--- config.mk ---
export PLATFORM = sky130hd
export DESIGN_NAME = fp16_add_sub
export DESIGN_NICKNAME = d
export VERILOG_FILES = /design/src/hdl/fpas_pkg.sv /design/src/hdl/fp16_add_sub.sv /design/src/hdl/fpas_front.sv /design/src/hdl/fpas_queue.sv /design/src/hdl/fpas_back.sv
export SDC_FILE = /design/constraint.sdc
export NUM_CORES = 1
export LEC_CHECK = 0
export ABC_CLOCK_PERIOD_IN_PS = 11100
export BUFFER_PORTS_ARGS = -buffer_cell sky130_fd_sc_hd__buf_4
export CORE_ASPECT_RATIO = 1.25
export CORE_MARGIN = 2
export CORE_UTILIZATION = 40
export CTS_CLUSTER_DIAMETER = 60
export DETAILED_ROUTE_END_ITERATION = 10
export PLACE_DENSITY_LB_ADDON = 0.3
export RECOVER_POWER = 50
export SLEW_MARGIN = 20
export SYNTH_ARGS = -nofsm -noshare
export SYNTH_HDL_FRONTEND = slang
export SYNTH_SLANG_ARGS = --single-unit
--- constraint.sdc ---
create_clock -name i_clk -period 11.1 [get_ports i_clk]
set_clock_uncertainty 0.1 [all_clocks]
set_input_delay 2.22 -clock i_clk [delete_from_list [all_inputs] [get_ports i_clk]]
set_output_delay 2.22 -clock i_clk [all_outputs]
set_load 0.02 [all_outputs]
--- src/hdl/fpas_pkg.sv ---
// ----------------------------------------------------------------------------
// fpas_pkg: shared types and constants for the half-precision add/sub unit
// Holds the classification record passed from the front to the back end.
// ----------------------------------------------------------------------------
`default_nettype none

package fpas_pkg;

    localparam logic [15:0] SIGN_MASK = 16'h8000;
    localparam logic [15:0] INF_BITS  = 16'h7C00;
    localparam logic [15:0] NAN_BITS  = 16'h7FFF;
    localparam logic [15:0] INF2_BITS = 16'hF800;
    localparam int          QDEPTH    = 2;

    // magnitude operation class
    typedef enum logic [0:0] {
        OP_ADD = 1'b0,
        OP_SUB = 1'b1
    } t_op;

    typedef struct packed {
        t_op         op;
        logic [15:0] sign;
        logic [14:0] mag_a;
        logic [14:0] mag_b;
    } t_item;

endpackage

`default_nettype wire

--- src/hdl/fp16_add_sub.sv ---
// ----------------------------------------------------------------------------
// fp16_add_sub: half-precision adder/subtractor, truncating
// Front end classifies, a two-entry queue decouples, back end computes.
// ----------------------------------------------------------------------------
// channel | signals                               | direction
// in      | i_valid/o_ready, i_kind, i_operand_*  | into block
// out     | o_valid/i_ready, o_result_bits        | out of block
//
// One transaction per clock sustained while the output is not stalled; the result
// passes through the front register, queue, align/add stage and normalize stage.
// Each stage's ready depends on its own state and the stage after it; the queue's ready depends only on its own count.
// Reset (synchronous, active low) empties all stages; no other state.
// Output stall backs up through the queue, then the front stops accepting.
`default_nettype none

module fp16_add_sub
    import fpas_pkg::*;
(
    input  wire logic        i_clk,
    input  wire logic        i_rst_n,
    input  wire logic        i_valid,
    output logic             o_ready,
    input  wire logic        i_kind,
    input  wire logic [15:0] i_operand_a,
    input  wire logic [15:0] i_operand_b,
    output logic             o_valid,
    input  wire logic        i_ready,
    output logic [15:0]      o_result_bits
);

    logic  w_fv, w_fr, w_qv, w_qr;
    t_item w_fi, w_qi;

    fpas_front u_front (
        .i_clk        (i_clk),
        .i_rst_n      (i_rst_n),
        .i_valid      (i_valid),
        .o_ready      (o_ready),
        .i_kind       (i_kind),
        .i_operand_a  (i_operand_a),
        .i_operand_b  (i_operand_b),
        .o_item_valid (w_fv),
        .i_item_ready (w_fr),
        .o_item       (w_fi)
    );

    fpas_queue u_queue (
        .i_clk   (i_clk),
        .i_rst_n (i_rst_n),
        .i_valid (w_fv),
        .o_ready (w_fr),
        .i_item  (w_fi),
        .o_valid (w_qv),
        .i_ready (w_qr),
        .o_item  (w_qi)
    );

    fpas_back u_back (
        .i_clk         (i_clk),
        .i_rst_n       (i_rst_n),
        .i_valid       (w_qv),
        .o_ready       (w_qr),
        .i_item        (w_qi),
        .o_valid       (o_valid),
        .i_ready       (i_ready),
        .o_result_bits (o_result_bits)
    );

endmodule

`default_nettype wire

--- src/hdl/fpas_front.sv ---
// ----------------------------------------------------------------------------
// fpas_front: input stage
// Accepts a transaction, folds the selector into the sign of b and picks
// the add or subtract magnitude path.
// ----------------------------------------------------------------------------
`default_nettype none

module fpas_front
    import fpas_pkg::*;
(
    input  wire logic        i_clk,
    input  wire logic        i_rst_n,
    input  wire logic        i_valid,
    output logic             o_ready,
    input  wire logic        i_kind,
    input  wire logic [15:0] i_operand_a,
    input  wire logic [15:0] i_operand_b,
    output logic             o_item_valid,
    input  wire logic        i_item_ready,
    output t_item            o_item
);

    logic  r_valid;
    t_item r_item;
    t_item n_item;
    logic  w_sb;

    assign o_ready      = !r_valid || i_item_ready;
    assign o_item_valid = r_valid;
    assign o_item       = r_item;
    assign w_sb         = i_operand_b[15] ^ i_kind;

    always_comb begin
        n_item.op    = (i_operand_a[15] == w_sb) ? OP_ADD : OP_SUB;
        n_item.sign  = {i_operand_a[15], 15'd0};
        n_item.mag_a = i_operand_a[14:0];
        n_item.mag_b = i_operand_b[14:0];
    end

    always_ff @(posedge i_clk) begin
        if (!i_rst_n) begin
            r_valid <= 1'b0;
        end else if (o_ready) begin
            r_valid <= i_valid;
        end
        if (o_ready && i_valid) begin
            r_item <= n_item;
        end
    end

endmodule

`default_nettype wire

--- src/hdl/fpas_queue.sv ---
// ----------------------------------------------------------------------------
// fpas_queue: small FIFO between front and back end
// Two entries, registered storage, independent stall on each side.
// ----------------------------------------------------------------------------
`default_nettype none

module fpas_queue
    import fpas_pkg::*;
(
    input  wire logic  i_clk,
    input  wire logic  i_rst_n,
    input  wire logic  i_valid,
    output logic       o_ready,
    input  wire t_item i_item,
    output logic       o_valid,
    input  wire logic  i_ready,
    output t_item      o_item
);

    localparam int PW = $clog2(QDEPTH);

    t_item         r_mem [QDEPTH];
    logic [PW-1:0] r_wp;
    logic [PW-1:0] r_rp;
    logic [PW:0]   r_cnt;
    logic          w_push;
    logic          w_pop;

    assign o_ready = (r_cnt != (PW+1)'(QDEPTH));
    assign o_valid = (r_cnt != '0);
    assign o_item  = r_mem[r_rp];
    assign w_push  = i_valid && o_ready;
    assign w_pop   = o_valid && i_ready;

    always_ff @(posedge i_clk) begin
        if (!i_rst_n) begin
            r_wp  <= '0;
            r_rp  <= '0;
            r_cnt <= '0;
        end else begin
            if (w_push) r_wp <= r_wp + 1'b1;
            if (w_pop)  r_rp <= r_rp + 1'b1;
            r_cnt <= r_cnt + (PW+1)'(w_push) - (PW+1)'(w_pop);
        end
        if (w_push) begin
            r_mem[r_wp] <= i_item;
        end
    end

    a_no_overflow: assert property (@(posedge i_clk) disable iff (!i_rst_n)
        r_cnt <= (PW+1)'(QDEPTH)) else $error("queue count overflow");
    a_full_stalls: assert property (@(posedge i_clk) disable iff (!i_rst_n)
        (r_cnt == (PW+1)'(QDEPTH)) |-> !o_ready) else $error("full not stalled");
    a_empty_no_valid: assert property (@(posedge i_clk) disable iff (!i_rst_n)
        (r_cnt == '0) |-> !o_valid) else $error("empty queue shows valid");

endmodule

`default_nettype wire

--- src/hdl/fpas_back.sv ---
// ----------------------------------------------------------------------------
// fpas_back: magnitude add/subtract and output register
// Two stages: align and add in the first, normalize/pack in the second.
// ----------------------------------------------------------------------------
`default_nettype none

module fpas_back
    import fpas_pkg::*;
(
    input  wire logic        i_clk,
    input  wire logic        i_rst_n,
    input  wire logic        i_valid,
    output logic             o_ready,
    input  wire t_item       i_item,
    output logic             o_valid,
    input  wire logic        i_ready,
    output logic [15:0]      o_result_bits
);

    // ---------------- stage 1: swap, specials, align, raw sum/diff ----------
    logic [15:0] a1, b1, bs, r1, rs;
    logic [15:0] w_sign;
    logic [4:0]  axa, bxa;
    logic [4:0]  sh5;
    logic        w_done;
    logic [15:0] w_res;
    logic        w_norm;  // sub path needing leading-zero normalize
    logic [11:0] w_m;
    logic [4:0]  w_e;

    always_comb begin
        w_sign = i_item.sign;
        w_done = 1'b1;
        w_res  = '0;
        w_norm = 1'b0;
        w_m    = '0;
        w_e    = '0;
        a1 = '0; b1 = '0; bs = '0; r1 = '0; rs = '0;
        axa = '0; bxa = '0; sh5 = '0;
        if (i_item.op == OP_ADD) begin
            a1 = {1'b0, i_item.mag_a};
            b1 = {1'b0, i_item.mag_b};
            if (a1 < b1) begin
                a1 = {1'b0, i_item.mag_b};
                b1 = {1'b0, i_item.mag_a};
            end
            axa = a1[14:10];
            bxa = b1[14:10];
            sh5 = axa - bxa;
            if (a1 >= INF_BITS) begin
                w_res = (a1 > INF_BITS) ? NAN_BITS : (w_sign | INF_BITS);
            end else if (axa == bxa && bxa == 5'd0) begin
                w_res = (a1 + b1) | w_sign;
            end else begin
                if (axa != bxa) begin
                    if (bxa != 5'd0) bs = {5'd0, 1'b1, b1[9:0]} >> sh5;
                    else             bs = b1 >> (sh5 - 5'd1);
                end else begin
                    bs = {5'd0, 1'b1, b1[9:0]};
                end
                r1 = a1 + bs;
                if (r1[15:10] != {1'b0, axa}) begin
                    rs = ({5'd0, 1'b1, a1[9:0]} + bs) >> 1;
                    r1 = {1'b0, axa + 5'd1, rs[9:0]};
                    if (axa == 5'd30) r1 = INF_BITS;
                end
                w_res = (r1 >= INF_BITS) ? (w_sign | INF_BITS) : (r1 | w_sign);
            end
        end else begin
            a1 = {i_item.mag_a, 1'b0};
            b1 = {i_item.mag_b, 1'b0};
            if (a1 < b1) begin
                a1 = {i_item.mag_b, 1'b0};
                b1 = {i_item.mag_a, 1'b0};
                w_sign = w_sign ^ SIGN_MASK;
            end
            axa = a1[15:11];
            bxa = b1[15:11];
            sh5 = axa - bxa;
            if (a1 >= INF2_BITS) begin
                w_res = (a1 > INF2_BITS || a1 == b1) ? NAN_BITS : (w_sign | INF_BITS);
            end else if (axa == bxa && bxa == 5'd0) begin
                rs    = (a1 - b1) >> 1;
                w_res = (rs == '0) ? 16'd0 : (rs | w_sign);
            end else begin
                if (axa != bxa) begin
                    if (bxa != 5'd0) bs = {4'd0, 1'b1, b1[10:0]} >> sh5;
                    else             bs = b1 >> (sh5 - 5'd1);
                end else begin
                    bs = {4'd0, 1'b1, b1[10:0]};
                end
                r1 = a1 - bs;
                if (r1[15:11] == axa) begin
                    w_res = (r1 >> 1) | w_sign;
                end else begin
                    rs = {4'd0, 1'b1, a1[10:0]} - bs;
                    w_m = rs[11:0];
                    w_e = axa;
                    if (w_m == '0) begin
                        w_res = '0;
                    end else begin
                        w_done = 1'b0;
                        w_norm = 1'b1;
                    end
                end
            end
        end
    end

    logic        r1_valid;
    logic        r1_norm;
    logic [15:0] r1_res;
    logic [15:0] r1_sign;
    logic [11:0] r1_m;
    logic [4:0]  r1_e;
    logic        w_s1_ready;

    // ---------------- stage 2: leading-zero normalize --------------------
    // e steps down while the hidden bit is clear; m shifts unless e hits 0.
    logic [3:0]  w_lz;
    logic [4:0]  w_sh;
    logic [11:0] w_mn;
    logic [4:0]  w_en;
    logic [15:0] w_out;

    always_comb begin
        w_lz = 4'd12;
        for (int i = 0; i < 12; i++) begin
            if (r1_m[i]) w_lz = 4'(11 - i);
        end
        if ({1'b0, w_lz} < r1_e) begin
            w_en = r1_e - {1'b0, w_lz};
            w_sh = {1'b0, w_lz};
        end else begin
            w_en = '0;
            w_sh = r1_e - 5'd1;
        end
        w_mn  = r1_m << w_sh;
        w_out = r1_norm ? (({5'd0, w_mn[10:0]} | {w_en, 11'd0}) >> 1) | r1_sign
                        : r1_res;
    end

    logic        r2_valid;
    logic [15:0] r2_res;

    assign w_s1_ready    = !r2_valid || i_ready;
    assign o_ready       = !r1_valid || w_s1_ready;
    assign o_valid       = r2_valid;
    assign o_result_bits = r2_res;

    always_ff @(posedge i_clk) begin
        if (!i_rst_n) begin
            r1_valid <= 1'b0;
            r2_valid <= 1'b0;
        end else begin
            if (o_ready)    r1_valid <= i_valid;
            if (w_s1_ready) r2_valid <= r1_valid;
        end
        if (o_ready && i_valid) begin
            r1_norm <= w_norm && !w_done;
            r1_res  <= w_res;
            r1_sign <= w_sign;
            r1_m    <= w_m;
            r1_e    <= w_e;
        end
        if (w_s1_ready && r1_valid) begin
            r2_res <= w_out;
        end
    end

    a_norm_nonzero: assert property (@(posedge i_clk) disable iff (!i_rst_n)
        (r1_valid && r1_norm) |-> (r1_m != '0 && r1_e != '0))
        else $error("normalize with zero mantissa");
    a_hold_out: assert property (@(posedge i_clk) disable iff (!i_rst_n)
        (o_valid && !i_ready) |=> (o_valid && $stable(o_result_bits)))
        else $error("result dropped under stall");
    a_nan_code: assert property (@(posedge i_clk) disable iff (!i_rst_n)
        (o_valid && o_result_bits[14:10] == 5'h1F && o_result_bits[9:0] != '0)
        |-> (o_result_bits == NAN_BITS)) else $error("non canonical NaN");

endmodule

`default_nettype wire

; Word level (Yosys, flattened, before mapping)
; Memory sizes are Yosys's and may differ from the RTL's. A register that Yosys moved wholly into a read port is not among the register bits.
; Index checks and enable logic that the tools add are counted.
[word_totals]
word_cells = 155
ramBits = 64
in_bits = 37
memories = 1
out_inout_bits = 18
register_bits = 105
[op_classes]
muxes = 66
order_cmp = 8
shift = 5
n_addsub = 17
reduce_logical = 23
n_eq_ne = 10
n_bitwise = 9
[mem_list]
columns = memory, words, word_bits, read_ports, rd_ports_with_merged_regs, write_ports, line_no
row1 = u_queue.r_mem, 2, 32, 1, 1, 1, fpas_queue.sv:22  ; t_item r_mem [QDEPTH];
[ops]
columns = operator, n
row1 = 16-bit 2-to-1 mux, 34
row2 = 15-bit by 16-bit bitwise OR with 16-bit output, 3
row3 = 15-bit 2-to-1 mux, 3
row4 = 16-bit adder, 2
row5 = 16-bit by 15-bit greater-or-equal comparator with 1-bit output (second input constant), 2
row6 = 4-bit 2-to-1 mux, 8
row7 = 16-bit bitwise OR, 2
row8 = 16-bit by 5-bit >> shifter with 16-bit output, 2
row9 = 16-bit subtractor, 2
row10 = 16-bit == test, 1
row11 = 16-bit greater-or-equal comparator (second input constant), 1
row12 = 16-bit by 15-bit greater-than comparator with 1-bit output (second input constant), 1
row13 = 16-bit greater-than comparator (second input constant), 1
row14 = 16-bit zero test, 1
row15 = 16-bit < comparator, 1
row16 = 11-bit by 16-bit bitwise OR with 16-bit output, 1
row17 = 11-bit by 5-bit >> shifter with 16-bit output, 1
row18 = 12-bit by 5-bit >> shifter with 16-bit output, 1
row19 = 5-bit == test, 3
row20 = 15-bit < comparator, 1
row21 = 1-bit 2-to-1 mux, 15
row22 = 5-bit by 1-bit subtractor with 5-bit output (second input constant), 3
row23 = 12-bit zero test, 1
row24 = 3-bit 2-to-1 mux, 4
row25 = 25 further kinds, 44

; Depth between registers and ports, before layout
[logic_depth]
depth_word = 22
depth_mapped = 49
depth_no_buf = 36

; Cells and area by module
; A second synthesis with hierarchy kept.
[unflattened]
hier_cells = 1474
area_unflattened_um2 = 14576.5
[by_module_without_submodules]
columns = module, area_per_inst_um2, cells_per_inst, n_inst
row1 = fpas_back, 9656.8, 1244, 1
row2 = fpas_queue, 3773.6, 175, 1
row3 = fpas_front, 1146.1, 55, 1

; Worst setup path after synthesis
; Ideal clock, no wire load.
[synth_path]
kind = reg2reg
start = register (tool-made name)
end = register u_back.r1_res[9] (data pin)
path_stages_with_launch = 43
setup_ns = 0.273
t_required_ns = 10.727
n_path_buf = 13
path_slack_ns = 1.591
t_arrival_ns = 9.136
cell_sequence = dfxtp_1 -> buf_4 -> buf_8 -> buf_6 -> buf_8 -> mux2i_1 -> inv_1 -> ha_1 -> nand2_2 -> a2111oi_4 -> o31ai_2 -> buf_6 -> nand2_4 -> buf_2 -> clkbuf_1 -> clkbuf_1 -> clkbuf_1 -> nor3_1 -> (+7 left out) -> a211oi_1 -> a211o_1 -> o21a_1 -> ha_1 -> a21o_1 -> a21oi_1 -> o21ai_0 -> o2111ai_1 -> o21ai_0 -> a221oi_1 -> xnor3_1 -> nor4_2 -> clkbuf_1 -> nor2_1 -> a22oi_1 -> nor2_1 -> a211oi_1 -> o311ai_1
[synth_rtl]
columns = item, line_no
row1 = to (signal assigned), fpas_back.sv:161  ; r1_res <= w_res;
row2 = to (decl), fpas_back.sv:112  ; logic [15:0] r1_res;

==> results.txt <==
The flow ran to the end, but the final reports show violations. The checks that failed: capacitance limit, slew limit. The biggest cell delay along the critical path came out at 880 ps. The total CTS buffers came out at 17.

The highest clock frequency the design can meet came out at 96.92 MHz. The length in cells of the worst reg-to-reg path is 33. The simple-gate share of the synthesized area came out at 15.55%. The number of placement rows is 73. The fraction of final layout cells sized beyond drive strength 1 came out at 13.58%. The post-synthesis sequential element count came out at 155. The sort of element at the start of the critical path is a register.

The wire length per cell is 21.34 um. Gates resized during post-CTS repair numbered 0. In the routed design, unresolved DRC markers number 0. Summing the sequential cell areas from Yosys gives 35.70% of the chip area. The area used by sequential logic in the layout is 4576 um2. The count of endpoints failing setup in the final report is 0. The largest net degree at the start of global routing is 51. The horizontal extent of the die came out at 164.1 um. The worst setup path is captured at a register. The final weighted congestion in routability-driven placement came out at 1.018. The share of the synthesized area in the top cell type is 34.45%. The data arrival time of the worst path is 10370 ps.

The fraction of the mapped netlist area in compound gates is 21.61%. The die area is 33490 um2. The start point of the worst min-delay path is u_front.o_item[11].

For the pin with the worst max-slew slack, the measured transition is 1851 ps. The via total after detailed routing is 10870. The mean number of vias per cell came out at 5.902.

The placeable core region is 31690 um2. The number of buffers inserted by port buffering is 54. The total negative slack came out at 0 ps. The critical path in this run is classified as reg -> reg. By area, the combinational part of the netlist is dominated by compound AO/OA/AOI/OAI gates.

TritonCTS built the clock tree. The starting density of the core came out at 40.43%. The worst max-slew margin expressed relative to the limit is -23.43%. The library cell used as clock root buffer is clkbuf_16. The clock passes through at most 2 buffers. The top cell type by total area after synthesis is edfxtp_1. In the global route stage, overall resource usage came out at 23.64%.

The cell count after synthesis came out at 1386. In the synthesized netlist the async set-or-reset flop fraction comes to 0%. The number of global-route vias before repair is 10620. The routed design has 39290 um of wire. The clock reaches the later pin of the worst-skew pair after 430 ps. The count of endpoints failing hold in the final timing report came out at 0. The detailed-placement wirelength estimate is 30770 um. Of the total synthesized cell area, the portion taken by XOR and XNOR cells is 5.653%. The number of nets with antenna violations after detailed routing is 0. In this run the vertical extent of the chip is 204.1 um. The number of H-tree branching levels is 4. The mean instance size in the synthesized netlist came out at 9.246 um2. The most used flip-flop cell after synthesis is edfxtp_1.

Leaving out fill and tap cells, the most frequent cell in the layout is edfxtp_1. The number of antenna violations at the first check in global routing came out at 0. The count of flip-flops with a built-in enable after synthesis came out at 147.

At the worst endpoint, the required time is 11160 ps. After clock tree synthesis, the clock-pin slew on the worst setup and hold paths is 70 ps. The library cells used most frequently in the layout, excluding fill and tap cells, are edfxtp_1 (147), nor2_1 (125), a21oi_1 (107). The worst hold path stage count came out at 0. Measured against the total synthesized area, the mux share comes to 8.202%. The number of DRC markers in iteration 0 came out at 1014. The total count of max-transition violations in the final report came out at 67.

The number of violations of the max-capacitance limit came out at 2. The first global-routing pass estimated 60730 um of wire. The final standard cell utilization of the core is 45.06%. The TritonCTS sink count is 155. The class of the worst hold path is reg -> reg. The number of detailed-route iterations in the first pass is 6.

The most used cell along the critical path is a21oi_1. The minimum setup slack among reg-to-reg paths is 780 ps. Along the worst path, the maximum fanout reaches 24.

On the critical path, the stage with the largest delay is an instance of a2111oi_0. Setup repair after global routing left no endpoint under its margin. During synthesis, Yosys emitted a total of 0 warnings.

The number of different library cells used by synthesis comes to 101. Sorting the synthesized cells by area gives the leading types as edfxtp_1 (34%), ha_1 (6.9%), mux2i_1 (4.6%), a21oi_1 (4.2%), nor2_1 (3.7%). The total congestion overflow came out at 0. The adder-cell share of the synthesized area came out at 7.557%. The multi-input gate area in the final layout came out at 7575 um2. The final-stage net count is 1528.

0 antenna diodes ended up in the layout. The number of inserted filler cells in the final layout is 3023. The post-route clock period utilization is 92.96%.

The netlist area before placement is 12810 um2. The number of setup buffers added after CTS is 0. The minimum clock period after layout is 10320 ps. The total I/O pin count is 55. Compared with the post-synthesis result, the final layout area differs by 11.43%.

Hold repair after CTS inserted 0 buffers.
final timing paths:
kind | to
max | u_back.r1_res[1]
min | u_queue.r_mem[0][11]
max reg2reg | u_back.r1_res[1]
min reg2reg | u_queue.r_mem[0][11]
metrics by stage:
step / hold slack (ps) / std cells / instance area [um2] / worst slack (ps)
2_1_floorplan: 321.5 / 1391 / 12830 / 1591
3_3_place_gp: 321.9 / 1807 / 13610 / 1110
3_5_place_dp: 331.3 / 1807 / 13610 / 1050
4_1_cts: 342.9 / 1839 / 14240 / 991.5
5_1_grt: 348.0 / 1841 / 14280 / 124.9
6_report: 341.4 / 1841 / 14280 / 781.8
critical path, delay by kind of cell, from the launching register on:
family | cells | cell delay [ps]
compound gates | 17 | 4040
fa+ha+maj | 4 | 1770
buf+inv | 5 | 1430
simple gates | 4 | 1230
mux | 2 | 760
flops | 1 | 530
xor+xnor | 1 | 140
cells by family after synthesis:
kind of cell	Yosys count
AO/OA/AOI/OAI	409
XOR/XNOR	74
adder cells (fa/ha/maj)	75
buffers and inverters	170
flip-flops	155
multiplexers	89
other	2
AND/OR/NAND/NOR	412
cell usage after synthesis, drive strengths merged (5+ instances only):
cell / count
a2111oi: 6
mux2i: 65
nand4: 15
nor4: 12
a21o: 18
ha: 71
o31ai: 18
nor2b: 6
o21bai: 19
mux2: 16
or2: 5
a21boi: 12
dfxtp: 8
or3: 9
o22ai: 17
inv: 96
and2: 15
nand2b: 8
xnor3: 5
xnor2: 52
a21oi: 112
nor3: 45
nor2: 137
mux4: 8
a32oi: 5
clkbuf: 50
a22oi: 6
xor2: 17
and3: 6
edfxtp: 147
a211oi: 16
a211o: 7
a31oi: 20
o21a: 15
o211ai: 15
nand2: 106
buf: 24
nand3: 33
o21ai: 81
nor4b: 5
sequential cells by signal, summed over array words and instances (netlist names), 2 cells and up, named ones only:
name and cells:
u_queue.r_mem 64, u_front.o_item 32, u_back.o_result_bits 16, u_back.r1_res 16, u_back.r1_m 12, u_back.r1_e 5, u_queue.r_cnt 2
routing by layer:
metal | vias up | wire length [um] | global-route usage [%] | part of all wire [%]
met5 | - | 0 | 0 | 0
met4 | 0 | 2835 | 15.10 | 7.2
met3 | 118 | 2068 | 3.328 | 5.3
met2 | 450 | 19210 | 40.84 | 49
met1 | 5119 | 15180 | 27.22 | 39
li1 | 5179 | - | - | -
layout make-up:
class	instances	area share [%]
repair buffers	80	4.407
clock inverters	15	1.393
multi-input cells	1066	53.04
flip-flops and latches	155	32.04
clock buffers	17	2.979
well taps	412	3.610
inverters	96	2.523
Power is left out: the tool's default activity adds up to more than one toggle a clock period on the data nets, which glitch-free logic cannot reach.
